`src/hw/rtl/block_pool_allocator_top_assert.svh`:
```
// Assertion macros used by the block pool allocator controller.
`ifndef BLOCK_POOL_ALLOCATOR_TOP_ASSERT_SVH
`define BLOCK_POOL_ALLOCATOR_TOP_ASSERT_SVH
`ifndef NO_ASSERTIONS
`define BPA_ASSERT_ALWAYS(lbl, expr) \
    lbl: assert property (@(posedge i_clk) disable iff (!i_rst_n) (expr)) \
        else $error("block pool allocator assertion failed");
`define BPA_ASSERT_IMP(lbl, ante, cons) \
    lbl: assert property (@(posedge i_clk) disable iff (!i_rst_n) (ante) |-> (cons)) \
        else $error("block pool allocator assertion failed");
`define BPA_ASSERT_NXT(lbl, ante, cons) \
    lbl: assert property (@(posedge i_clk) disable iff (!i_rst_n) (ante) |=> (cons)) \
        else $error("block pool allocator assertion failed");
`else
`define BPA_ASSERT_ALWAYS(lbl, expr)
`define BPA_ASSERT_IMP(lbl, ante, cons)
`define BPA_ASSERT_NXT(lbl, ante, cons)
`endif
`endif

```
`src/hw/rtl/bpa_pkg.sv`:
```
// Types, constants and command structs of the block pool allocator.
package bpa_pkg;

    localparam int SLOT_W         = 6;
    localparam int COUNT_W        = 7;
    localparam int POOL_SLOTS_DEF = 64;

    localparam logic OP_ALLOC = 1'b0;
    localparam logic OP_FREE  = 1'b1;

    typedef struct packed {
        logic              op;
        logic [SLOT_W-1:0] slot_index;
    } t_in_item;

    typedef struct packed {
        logic [SLOT_W-1:0]  granted_slot;
        logic               status;
        logic [COUNT_W-1:0] slots_free;
    } t_out_item;

    typedef struct packed {
        logic init;
        logic accept;
        logic step_a;
        logic step_b;
        logic step_c;
        logic load_out;
    } t_cmd;

    typedef struct packed {
        logic init_last;
        logic quick;
    } t_status;

endpackage

```
`src/hw/rtl/bpa_ram.sv`:
```
// Generic single-port RAM with registered read data.
module bpa_ram #(
    parameter int WIDTH = 8,
    parameter int DEPTH = 64
) (
    input  logic                     i_clk,
    input  logic                     i_we,
    input  logic                     i_re,
    input  logic [$clog2(DEPTH)-1:0] i_addr,
    input  logic [WIDTH-1:0]         i_wdata,
    output logic [WIDTH-1:0]         o_rdata
);

    logic [WIDTH-1:0] r_mem [DEPTH];
    logic [WIDTH-1:0] r_rdata;

    always_ff @(posedge i_clk) begin
        if (i_we) begin
            r_mem[i_addr] <= i_wdata;
        end
        if (i_re) begin
            r_rdata <= r_mem[i_addr];
        end
    end

    assign o_rdata = r_rdata;

endmodule

```
`src/hw/rtl/bpa_ctrl.sv`:
```
// Controller state machine of the block pool allocator.
`include "block_pool_allocator_top_assert.svh"
module bpa_ctrl (
    input  logic             i_clk,
    input  logic             i_rst_n,
    input  logic             i_in_valid,
    output logic             o_in_ready,
    output logic             o_out_valid,
    input  logic             i_out_ready,
    input  bpa_pkg::t_status i_status,
    output bpa_pkg::t_cmd    o_cmd
);
    import bpa_pkg::*;

    typedef enum logic [2:0] {
        ST_INIT,
        ST_IDLE,
        ST_STEP_A,
        ST_STEP_B,
        ST_STEP_C,
        ST_RESP
    } t_state;

    t_state r_state, n_state;
    logic   r_out_valid, n_out_valid;
    t_cmd   cmd;
    logic   out_free;

    assign out_free = !r_out_valid || i_out_ready;

    always_comb begin
        cmd         = '0;
        n_state     = r_state;
        n_out_valid = r_out_valid && !i_out_ready;
        case (r_state)
            ST_INIT: begin
                cmd.init = 1'b1;
                if (i_status.init_last) begin
                    n_state = ST_IDLE;
                end
            end
            ST_IDLE: begin
                if (i_in_valid) begin
                    cmd.accept = 1'b1;
                    n_state    = i_status.quick ? ST_RESP : ST_STEP_A;
                end
            end
            ST_STEP_A: begin
                cmd.step_a = 1'b1;
                n_state    = ST_STEP_B;
            end
            ST_STEP_B: begin
                cmd.step_b = 1'b1;
                n_state    = ST_STEP_C;
            end
            ST_STEP_C: begin
                cmd.step_c = 1'b1;
                if (out_free) begin
                    cmd.load_out = 1'b1;
                    n_out_valid  = 1'b1;
                    n_state      = ST_IDLE;
                end else begin
                    n_state = ST_RESP;
                end
            end
            ST_RESP: begin
                if (out_free) begin
                    cmd.load_out = 1'b1;
                    n_out_valid  = 1'b1;
                    n_state      = ST_IDLE;
                end
            end
            default: begin
                n_state = ST_INIT;
            end
        endcase
    end

    always_ff @(posedge i_clk) begin
        if (!i_rst_n) begin
            r_state     <= ST_INIT;
            r_out_valid <= 1'b0;
        end else begin
            r_state     <= n_state;
            r_out_valid <= n_out_valid;
        end
    end

    assign o_in_ready  = (r_state == ST_IDLE);
    assign o_out_valid = r_out_valid;
    assign o_cmd       = cmd;

    `BPA_ASSERT_ALWAYS(a_one_step, $onehot0({cmd.init, cmd.step_a, cmd.step_b, cmd.step_c}))
    `BPA_ASSERT_IMP(a_load_room, cmd.load_out, !r_out_valid || i_out_ready)
    `BPA_ASSERT_IMP(a_full_walk, cmd.accept && !i_status.quick, ##3 cmd.step_c)
    `BPA_ASSERT_NXT(a_one_at_a_time, cmd.accept, !o_in_ready)

endmodule

```
`src/hw/rtl/bpa_datapath.sv`:
```
// Datapath of the block pool allocator: list heads, free count and link memories.
module bpa_datapath #(
    parameter int POOL_SLOTS = bpa_pkg::POOL_SLOTS_DEF
) (
    input  logic              i_clk,
    input  logic              i_rst_n,
    input  bpa_pkg::t_cmd     i_cmd,
    input  bpa_pkg::t_in_item i_in_data,
    output bpa_pkg::t_status  o_status,
    output bpa_pkg::t_out_item o_out_data
);
    import bpa_pkg::*;

    localparam int SW = $clog2(POOL_SLOTS);
    localparam int LW = $clog2(POOL_SLOTS + 1);
    localparam int CW = (LW > SLOT_W) ? LW : SLOT_W;
    localparam logic [LW-1:0] LinkNone = LW'(POOL_SLOTS);

    function automatic logic is_slot(input logic [LW-1:0] v);
        return v < LinkNone;
    endfunction

    logic [LW-1:0] r_free_head, n_free_head;
    logic [LW-1:0] r_taken_head, n_taken_head;
    logic [LW-1:0] r_count, n_count;
    logic [SW-1:0] r_init_idx;
    logic [SW-1:0] r_s;
    logic          r_op;
    logic          r_exh;
    t_out_item     r_out;

    logic          next_we, prev_we, ram_re;
    logic [SW-1:0] next_addr, prev_addr;
    logic [LW-1:0] next_wdata, prev_wdata;
    logic [LW-1:0] next_rdata, prev_rdata;
    logic [SW-1:0] acc_s;
    logic          in_range;
    logic [LW-1:0] s_link;

    assign in_range = CW'(i_in_data.slot_index) < CW'(POOL_SLOTS);
    assign acc_s    = (i_in_data.op == OP_FREE) ? SW'(i_in_data.slot_index)
                                                : r_free_head[SW-1:0];
    assign s_link   = LW'(r_s);

    assign o_status.init_last = (r_init_idx == SW'(POOL_SLOTS - 1));
    assign o_status.quick     = (i_in_data.op == OP_FREE) ? !in_range
                                                          : !is_slot(r_free_head);

    always_comb begin
        next_we      = 1'b0;
        prev_we      = 1'b0;
        ram_re       = 1'b0;
        next_addr    = r_s;
        prev_addr    = r_s;
        next_wdata   = '0;
        prev_wdata   = '0;
        n_free_head  = r_free_head;
        n_taken_head = r_taken_head;
        n_count      = r_count;
        if (i_cmd.init) begin
            next_we    = 1'b1;
            prev_we    = 1'b1;
            next_addr  = r_init_idx;
            prev_addr  = r_init_idx;
            next_wdata = (r_init_idx == '0) ? LinkNone : LW'(r_init_idx) - LW'(1);
            prev_wdata = LW'(r_init_idx) + LW'(1);
        end else if (i_cmd.accept) begin
            ram_re    = 1'b1;
            next_addr = acc_s;
            prev_addr = acc_s;
        end else if (i_cmd.step_a) begin
            if (r_op == OP_ALLOC) begin
                next_we    = 1'b1;
                next_wdata = r_taken_head;
                if (is_slot(next_rdata)) begin
                    prev_we    = 1'b1;
                    prev_addr  = next_rdata[SW-1:0];
                    prev_wdata = LinkNone;
                end
                n_free_head = next_rdata;
                if (r_count != '0) begin
                    n_count = r_count - LW'(1);
                end
            end else begin
                if (is_slot(prev_rdata)) begin
                    next_we    = 1'b1;
                    next_addr  = prev_rdata[SW-1:0];
                    next_wdata = next_rdata;
                end else if (r_taken_head == s_link) begin
                    n_taken_head = next_rdata;
                end
                if (is_slot(next_rdata)) begin
                    prev_we    = 1'b1;
                    prev_addr  = next_rdata[SW-1:0];
                    prev_wdata = prev_rdata;
                end
                if (r_count < LinkNone) begin
                    n_count = r_count + LW'(1);
                end
            end
        end else if (i_cmd.step_b) begin
            if (r_op == OP_ALLOC) begin
                if (is_slot(r_taken_head)) begin
                    prev_we    = 1'b1;
                    prev_addr  = r_taken_head[SW-1:0];
                    prev_wdata = s_link;
                end
                n_taken_head = s_link;
            end else begin
                next_we    = 1'b1;
                next_wdata = r_free_head;
                if (is_slot(r_free_head)) begin
                    prev_we    = 1'b1;
                    prev_addr  = r_free_head[SW-1:0];
                    prev_wdata = s_link;
                end
                n_free_head = s_link;
            end
        end else if (i_cmd.step_c) begin
            prev_we    = 1'b1;
            prev_wdata = LinkNone;
        end
    end

    always_ff @(posedge i_clk) begin
        if (!i_rst_n) begin
            r_free_head  <= LW'(POOL_SLOTS - 1);
            r_taken_head <= LinkNone;
            r_count      <= LinkNone;
            r_init_idx   <= '0;
        end else begin
            r_free_head  <= n_free_head;
            r_taken_head <= n_taken_head;
            r_count      <= n_count;
            if (i_cmd.init) begin
                r_init_idx <= r_init_idx + SW'(1);
            end
        end
    end

    always_ff @(posedge i_clk) begin
        if (i_cmd.accept) begin
            r_s   <= acc_s;
            r_op  <= i_in_data.op;
            r_exh <= (i_in_data.op == OP_ALLOC) && !is_slot(r_free_head);
        end
        if (i_cmd.load_out) begin
            r_out.granted_slot <= (r_op == OP_ALLOC && !r_exh) ? SLOT_W'(r_s) : '0;
            r_out.status       <= r_exh;
            r_out.slots_free   <= COUNT_W'(r_count);
        end
    end

    assign o_out_data = r_out;

    bpa_ram #(
        .WIDTH (LW),
        .DEPTH (POOL_SLOTS)
    ) u_next_ram (
        .i_clk   (i_clk),
        .i_we    (next_we),
        .i_re    (ram_re),
        .i_addr  (next_addr),
        .i_wdata (next_wdata),
        .o_rdata (next_rdata)
    );

    bpa_ram #(
        .WIDTH (LW),
        .DEPTH (POOL_SLOTS)
    ) u_prev_ram (
        .i_clk   (i_clk),
        .i_we    (prev_we),
        .i_re    (ram_re),
        .i_addr  (prev_addr),
        .i_wdata (prev_wdata),
        .o_rdata (prev_rdata)
    );

endmodule

```
`src/hw/rtl/block_pool_allocator_top.sv`:
```
// Top level of the block pool allocator.
// The input channel (i_in_valid, o_in_ready, i_in_data) takes one request item:
// op selects allocate or free, and slot_index names the slot to free.
// The output channel (o_out_valid, i_out_ready, o_out_data) returns one item per
// request with the granted slot, the status and the free count after the request.
// A normal allocate or free reads the links when it is accepted; then steps A, B
// and C write the single-port next and prev link memories, and step C loads the
// output register if it is free. Otherwise the result is loaded once it is free.
// An allocate on an exhausted pool or a free of an out-of-range slot skips the steps.
// One request is worked on at a time: no item is accepted until the result of the
// one before has been loaded into the output register.
// After reset a clearing pass writes the initial links of every slot; no item is
// accepted until it is done. All slots then start free, highest index at the head.
// The result waits in the output register while the receiver stalls. A new item
// is still accepted, and its result waits until the register is taken.
module block_pool_allocator_top #(
    parameter int POOL_SLOTS = bpa_pkg::POOL_SLOTS_DEF
) (
    input  logic               i_clk,
    input  logic               i_rst_n,
    input  logic               i_in_valid,
    output logic               o_in_ready,
    input  bpa_pkg::t_in_item  i_in_data,
    output logic               o_out_valid,
    input  logic               i_out_ready,
    output bpa_pkg::t_out_item o_out_data
);
    import bpa_pkg::*;

    t_cmd    cmd;
    t_status status;

    bpa_ctrl u_ctrl (
        .i_clk       (i_clk),
        .i_rst_n     (i_rst_n),
        .i_in_valid  (i_in_valid),
        .o_in_ready  (o_in_ready),
        .o_out_valid (o_out_valid),
        .i_out_ready (i_out_ready),
        .i_status    (status),
        .o_cmd       (cmd)
    );

    bpa_datapath #(
        .POOL_SLOTS (POOL_SLOTS)
    ) u_datapath (
        .i_clk      (i_clk),
        .i_rst_n    (i_rst_n),
        .i_cmd      (cmd),
        .i_in_data  (i_in_data),
        .o_status   (status),
        .o_out_data (o_out_data)
    );

endmodule

```
`config.mk`:
```
export PLATFORM = sky130hd
export DESIGN_NAME = block_pool_allocator_top
export DESIGN_NICKNAME = d
export VERILOG_FILES = /design/src/hw/rtl/bpa_pkg.sv /design/src/hw/rtl/bpa_ram.sv /design/src/hw/rtl/bpa_ctrl.sv /design/src/hw/rtl/bpa_datapath.sv /design/src/hw/rtl/block_pool_allocator_top.sv
export VERILOG_INCLUDE_DIRS = /design/src /design/src/hw/rtl
export SDC_FILE = /design/constraint.sdc
export NUM_CORES = 1
export LEC_CHECK = 0
export ABC_AREA = 1
export BUFFER_PORTS_ARGS = -buffer_cell sky130_fd_sc_hd__buf_2
export CAP_MARGIN = 10
export CELL_PAD_IN_SITES_DETAIL_PLACEMENT = 1
export CELL_PAD_IN_SITES_GLOBAL_PLACEMENT = 1
export CORE_MARGIN = 2
export CORE_UTILIZATION = 52
export CTS_BUF_LIST = sky130_fd_sc_hd__clkbuf_8
export CTS_CLUSTER_SIZE = 30
export DETAILED_ROUTE_END_ITERATION = 10
export PLACE_DENSITY_LB_ADDON = 0.1
export SLEW_MARGIN = 40
export SYNTH_ARGS = -nofsm -noshare
export SYNTH_HDL_FRONTEND = slang
export SYNTH_SLANG_ARGS = --single-unit
```
`constraint.sdc`:
```
create_clock -name i_clk -period 6.95 [get_ports i_clk]
set_input_delay 0.695 -clock i_clk [delete_from_list [all_inputs] [get_ports i_clk]]
set_output_delay 0.695 -clock i_clk [all_outputs]
set_load 0.02 [all_outputs]
```
=== Yosys cells after proc, flatten, opt, wreduce, memory -nomap -nowiden ===
Memory sizes are Yosys's and may differ from the RTL's. A register that Yosys moved wholly into a read port is not among the register bits.
Index checks and enable logic that the tools add are counted.
W data, S select, Z words.

* Bits in registers: 53
* Input bits: 11
* Logic and storage cells: 148
* RAM bits: 896
* Memories: 2

* Mux-type cells: 85
* Reductions and logical operators: 19
* Equal/unequal tests: 16
* Add/subtract/negate cells: 5
* Magnitude comparators: 5
* Bitwise operators: 4

{| class="wikitable"
|+ Memories
! name !! depth !! width !! rd ports !! clocked after Yosys merged registers in !! wr ports !! line !! RTL
|-
| u_datapath.u_next_ram.r_mem || 64 || 7 || 1 || 1 || 1 || bpa_ram.sv:14 || <nowiki>logic [WIDTH-1:0] r_mem [DEPTH];</nowiki>
|-
| u_datapath.u_prev_ram.r_mem || 64 || 7 || 1 || 1 || 1 || bpa_ram.sv:14 ||
|}

{| class="wikitable"
|+ Operators with widths
! cell !! count
|-
| $mux W7 || 30
|-
| $mux W6 || 16
|-
| $lt A7 B7 Y1 const B || 5
|-
| $mux W1 || 33
|-
| $pmux W3 S6 || 1
|-
| $mux W3 || 5
|-
| $ne A2 B2 Y1 const B || 7
|-
| $reduce_and A5 Y1 || 2
|-
| $add A6 B1 Y7 const B || 1
|-
| $add A7 B1 Y7 const B || 1
|-
| $eq A7 B6 Y1 || 1
|-
| $reduce_and A7 Y1 || 1
|-
| $reduce_bool A7 Y1 || 1
|-
| $sub A6 B1 Y7 const B || 1
|-
| $sub A7 B1 Y7 const B || 1
|-
| $add A6 B1 Y6 const B || 1
|-
| $eq A3 B2 Y1 const B || 2
|-
| $eq A3 B3 Y1 const B || 2
|-
| $eq A6 B6 Y1 const B || 1
|-
| $logic_not A6 Y1 || 1
|-
| $reduce_bool A2 Y1 || 3
|-
| $logic_not A1 Y1 || 4
|-
| $ne A2 B1 Y1 const B || 2
|-
| $not A1 Y1 || 4
|-
| 6 further kinds || 8
|}

=== Longest topological paths before layout ===
* Depth after elaboration: 9
* Mapped depth: 21
* Gate-level depth less buffers: 19

=== Hierarchy ===
Synthesis repeated with hierarchy kept, for this count alone.

* Cell total of the unflattened synthesis: 4306
* Area total of the unflattened synthesis: 42276.8 um2

{| class="wikitable"
|+ By module, submodules not included
! module !! area an instance (um2) !! cells an instance !! seq. area each (um2) !! times used
|-
| bpa_ram || 19382.3 || 1904 || 13663.1 || 2
|-
| bpa_datapath || 3231.8 || 452 || 1201.2 || 1
|-
| bpa_ctrl || 280.3 || 46 || 80.1 || 1
|}

=== Worst setup path before layout ===
No wires, ideal clock.

* Kind: reg-to-reg
* Start point: register u_ctrl.r_state[0]
* End point: memory u_datapath.u_prev_ram.r_mem[0][6] (netlist bit), data pin
* Library setup time: 720 ps
* Path slack: 1995 ps
* Data arrival time: 4236 ps
* Stages on the path, launching flop included: 10
* Data required time: 6230 ps
* Buffers on the path: 3
* Period minus slack after synthesis: 4955 ps
* Path through: dfxtp_1 -> nor2_4 -> inv_2 -> nor2_4 -> inv_2 -> buf_2 -> buf_2 -> buf_1 -> nand3_1 -> o31ai_1

* Word-level cells in the longest chain between the ends: 7
* Elaborated cells between the ends (all ways): 15
* Those cells by class: eq/ne: 4; mux: 10; reduce/logical: 1

{| class="wikitable"
|+ RTL lines
! item !! line !! RTL
|-
| start, declared || bpa_ctrl.sv:24 || <nowiki>t_state r_state, n_state;</nowiki>
|-
| start signal, assigned || bpa_ctrl.sv:84 || <nowiki>r_state <= n_state;</nowiki>
|-
| $eq A3 B3 Y1 || bpa_ctrl.sv:35 || <nowiki>case (r_state)</nowiki>
|-
| $mux W1 || bpa_ctrl.sv:35 ||
|-
| $mux W7 || bpa_datapath.sv:119 || <nowiki>end else if (i_cmd.step_c) begin</nowiki>
|-
| $mux W7 || bpa_datapath.sv:101 || <nowiki>end else if (i_cmd.step_b) begin</nowiki>
|-
| $mux W7 || bpa_datapath.sv:71 || <nowiki>end else if (i_cmd.step_a) begin</nowiki>
|-
| $mux W7 || bpa_datapath.sv:67 || <nowiki>end else if (i_cmd.accept) begin</nowiki>
|-
| $mux W7 * || bpa_datapath.sv:60 || <nowiki>if (i_cmd.init) begin</nowiki>
|-
| named net u_datapath.prev_wdata[6] || bpa_datapath.sv:34 || <nowiki>logic [LW-1:0] next_wdata, prev_wdata;</nowiki>
|-
| end, declared || bpa_ram.sv:14 ||
|}

The timed path passes the listed nets; every way through them passes the cells marked *.

=== Final worst setup path ===
* Start point: register u_datapath.r_op
* End point: memory u_datapath.u_next_ram.r_mem[60][4] (netlist bit), enable pin

* Word-level cells in the longest chain between the ends: 7
* Elaborated cells between the ends (all ways): 12
* Those cells by class: mux: 12

{| class="wikitable"
|+ RTL lines
! item !! line !! RTL
|-
| start, declared || bpa_datapath.sv:28 || <nowiki>logic r_op;</nowiki>
|-
| start signal, assigned || bpa_datapath.sv:144 || <nowiki>r_op <= i_in_data.op;</nowiki>
|-
| $mux W1 || bpa_datapath.sv:102 || <nowiki>if (r_op == OP_ALLOC) begin</nowiki>
|-
| $mux W1 || bpa_datapath.sv:101 ||
|-
| $mux W1 || bpa_datapath.sv:71 ||
|-
| $mux W1 || bpa_datapath.sv:67 ||
|-
| $mux W1 || bpa_datapath.sv:60 ||
|-
| $mux W1 || bpa_ram.sv:18 || <nowiki>if (i_we) begin</nowiki>
|-
| $mux W1 (not written as such) || bpa_ram.sv:19 || <nowiki>r_mem[i_addr] <= i_wdata;</nowiki>
|-
| end, declared || bpa_ram.sv:14 ||
|}

Several ways; a longest one is shown, not always the timed one.

==> impl_metrics.env <==
export IMPL_outcome="completed"
export IMPL_crit_path_frequent_cell="nor2_1"
export IMPL_finalWorstSetupSlack_ps=1900
export IMPL_yosysSeqAreaShare_pct=68.7
export IMPL_synth_top_area_cell="edfxtp_1"
export IMPL_synth_commonest_cells="2340 x nand2_1, 932 x edfxtp_1, 222 x nor2_1, 118 x nand3_1, 107 x buf_2"
export IMPL_cts_sinks=963
export IMPL_critPathLaunchType="flop"
export IMPL_vdd_drop_max_uv=183
export IMPL_fp_dieArea_um2=82400
export IMPL_synthMostInstantiatedCell="nand2_1"
export IMPL_final_nets=4247
export IMPL_syn_to_final_growth_pct=10.0
export IMPL_die_y_um=287
export IMPL_cp_arrival_ps=5450
export IMPL_cpPeakStageDelay_ps=850
export IMPL_multi_input_area_um2=11900
export IMPL_ctsResizeCount=0
export IMPL_ys_seq_elements=963
export IMPL_drt_first_pass_iters=5
export IMPL_crit_slowest_cell="nor2_1"
export IMPL_viasPerCell=5.57
export IMPL_nFillCells=8692
export IMPL_place_ws_ps=2020
export IMPL_cts_root_buf="clkbuf_8"
export IMPL_syn_nets=4194
export IMPL_worst_slew_pin_transition_ps=845
export IMPL_wire_per_inst_um=22.7
export IMPL_setup_viol=0
export IMPL_rows=103
export IMPL_final_seq_area_um2=28600
export IMPL_grt_pass1_vias=31498
export IMPL_drive_above_1_share_pct=7.74
export IMPL_cts_buffers=162
export IMPL_finalClockSkew_ps=63.5
export IMPL_path_cells="inv_2, nor2_1, nand2_2, nor2_1, o21ai_1, nand2_1, nand2_4, inv_4, nand4_1, nor2_1"
export IMPL_worstPathMaxFanout=60
export IMPL_ctsHoldBuffers=0
export IMPL_dpl_cell_area_um2=42800
export IMPL_clk_pin_slew_ps=60
export IMPL_hp_class="in -> reg"
export IMPL_crit_type="reg -> reg"
export IMPL_gp_congestion=0.882
export IMPL_grt_antenna_before_repair=1
export IMPL_dr_total_vias=30100
export IMPL_critPathRequiredTime_ps=7350
export IMPL_final_cells=5405
export IMPL_drc=0
export IMPL_clock_fmax_mhz=198
export IMPL_maxCapViolCount=0
export IMPL_post_cts_setup_buffer_count=0
export IMPL_io_buffers=26
export IMPL_grt_pass1_wl_mm=187
export IMPL_pin_count=27
export IMPL_clock_path_buffers=3
export IMPL_cp_end_kind="flop"
export IMPL_synth_ff_type="edfxtp_1"
export IMPL_power_density_nw_per_um2=271
export IMPL_syn_area_um2=41600
export IMPL_critical_path_buf_inv_count=2
export IMPL_start_util_pct=52.6
export IMPL_setup_tns_final_ps=0
export IMPL_drt_total_wl_mm=122
export IMPL_p_leak_nw=19.0
export IMPL_drt_iter0_drc=2804
export IMPL_h_tree_depth=4
export IMPL_grt_util_all_layers_pct=30.1
export IMPL_ant_nets=0
export IMPL_slew_viol_final=0
export IMPL_yosys_top_cells_area="edfxtp_1 67%, nand2_1 21%, nor2_1 2.0%"
export IMPL_finalCriticalPeriod_ps=5050
export IMPL_cts_tree="done"
export IMPL_hold_viol_final=0
export IMPL_rsz0062_at_grt="false"
export IMPL_dp_hpwl_mm=74.8
export IMPL_grt_max_degree=110
export IMPL_synth_top_area_share_pct=67.2
export IMPL_maxSlewHeadroom_pct=43.5
export IMPL_dpl_cell_count=5113
export IMPL_synthDistinctLibCells=39
export IMPL_dieWidth_um=287
export IMPL_synthCells=4175
export IMPL_yosysWarnings=0
export IMPL_postSynthAreaPerCell_um2=9.98
export IMPL_core_area_um2=79100
export IMPL_ys_async_sr_fraction_pct=0
export IMPL_synth_edf_count=932
export IMPL_grt_overflow_total=0
export IMPL_cp_top_family="simple AND/OR/NAND/NOR gates"
export IMPL_post_route_period_util_pct=72.7
export IMPL_final_area_um2=45800
export IMPL_clock_latency_ps=820
through the flow:
| stage | util (%) | hold slack, ps | power [mW] |
|---|---|---|---|
| after floorplan | - | 417 | 7.31 |
| after global placement | 53.9 | 433 | 7.70 |
| after detailed placement | 54.1 | 434 | 7.74 |
| after CTS | 57.9 | 168 | 12.5 |
| after global routing | 57.9 | 215 | 12.8 |
| final | 57.9 | 242 | 12.4 |
registers in the layout, indices dropped and copies added (netlist names):
name,count
u_datapath.r_op,1
u_datapath.r_taken_head,7
u_datapath.r_count,7
u_datapath.r_exh,1
u_ctrl.o_out_valid,1
u_ctrl.r_state,3
u_datapath.u_next_ram.r_mem,448
u_datapath.u_next_ram.o_rdata,7
u_datapath.r_s,6
u_datapath.r_free_head,7
u_datapath.o_out_data,14
u_datapath.u_prev_ram.o_rdata,7
u_datapath.r_init_idx,6
u_datapath.u_prev_ram.r_mem,448
cell type report:
class,count,share of cell area [%]
antenna,1,0.00546
clock buffer,164,4.92
clock inverter,126,1.60
inverter,102,0.865
multi-input combinational,2924,26.0
sequential,963,62.4
tap,1050,2.87
timing repair buffer,75,1.35
power breakdown:
group          internal [mW]  total (mW)  switching [mW]
clock network           2.38        4.76            2.38
logic                  0.234        1.11           0.880
registers               6.51        6.52          0.0114
layout by cell type, fill, tap and decap left out, drive strengths merged, types with 4 or more instances in the layout:
cell type	instances
ha	7
nand2	2346
edfxtp	932
o21ai	109
inv	158
buf	75
o221ai	4
clkinv	63
nor2	236
o22ai	6
nor3	8
dfxtp	31
xor2	5
nand3	120
clkbuf	164
o211ai	16
nand4	8
bufinv	4
a21oi	43
path summary, 6_finish.rpt:
kind,startpoint,endpoint,slack [ps],depth (start not counted)
worst max-delay path,u_datapath.r_op,u_datapath.u_next_ram.r_mem[60][4],1900,10
worst min-delay path,i_out_ready,u_ctrl.o_out_valid,240,4
worst max register to register,u_datapath.r_op,u_datapath.u_next_ram.r_mem[60][4],1900,10
worst min register to register,u_datapath.r_exh,u_datapath.o_out_data[7],460,0
worst reg2reg max path: cells and delay by family, from the launching register on:
| family | cells | cell delay, ps |
|---|---|---|
| simple gates | 7 | 3040 |
| buf+inv | 2 | 950 |
| compound gates | 1 | 100 |
| flops | 1 | 550 |
logic make-up (layout without fill, tap and decap cells):
group	count (synthesis)	count (layout)	share of synthesized area, %
xor gates and xnor gates	7	7	0.147
buffers and inverters	288	467	3.15
and+or+nand+nor	2723	2723	25.3
DFF	963	963	68.7
adders and majority gates	8	8	0.258
other	0	1	0
AOI/OAI and AO/OA	186	186	2.48
per-layer routing:
| metal | global-route usage (%) | routed length [um] | vias to the layer above |
|---|---|---|---|
| met4 | 11.0 | 3630 | 0 |
| met2 | 47.7 | 56900 | 1064 |
| met3 | 5.39 | 8640 | 234 |
| met5 | 0 | 0 | - |
| li1 | - | - | 13846 |
| met1 | 41.9 | 53400 | 14956 |
Note: power is estimated with default switching activity, not from simulation.
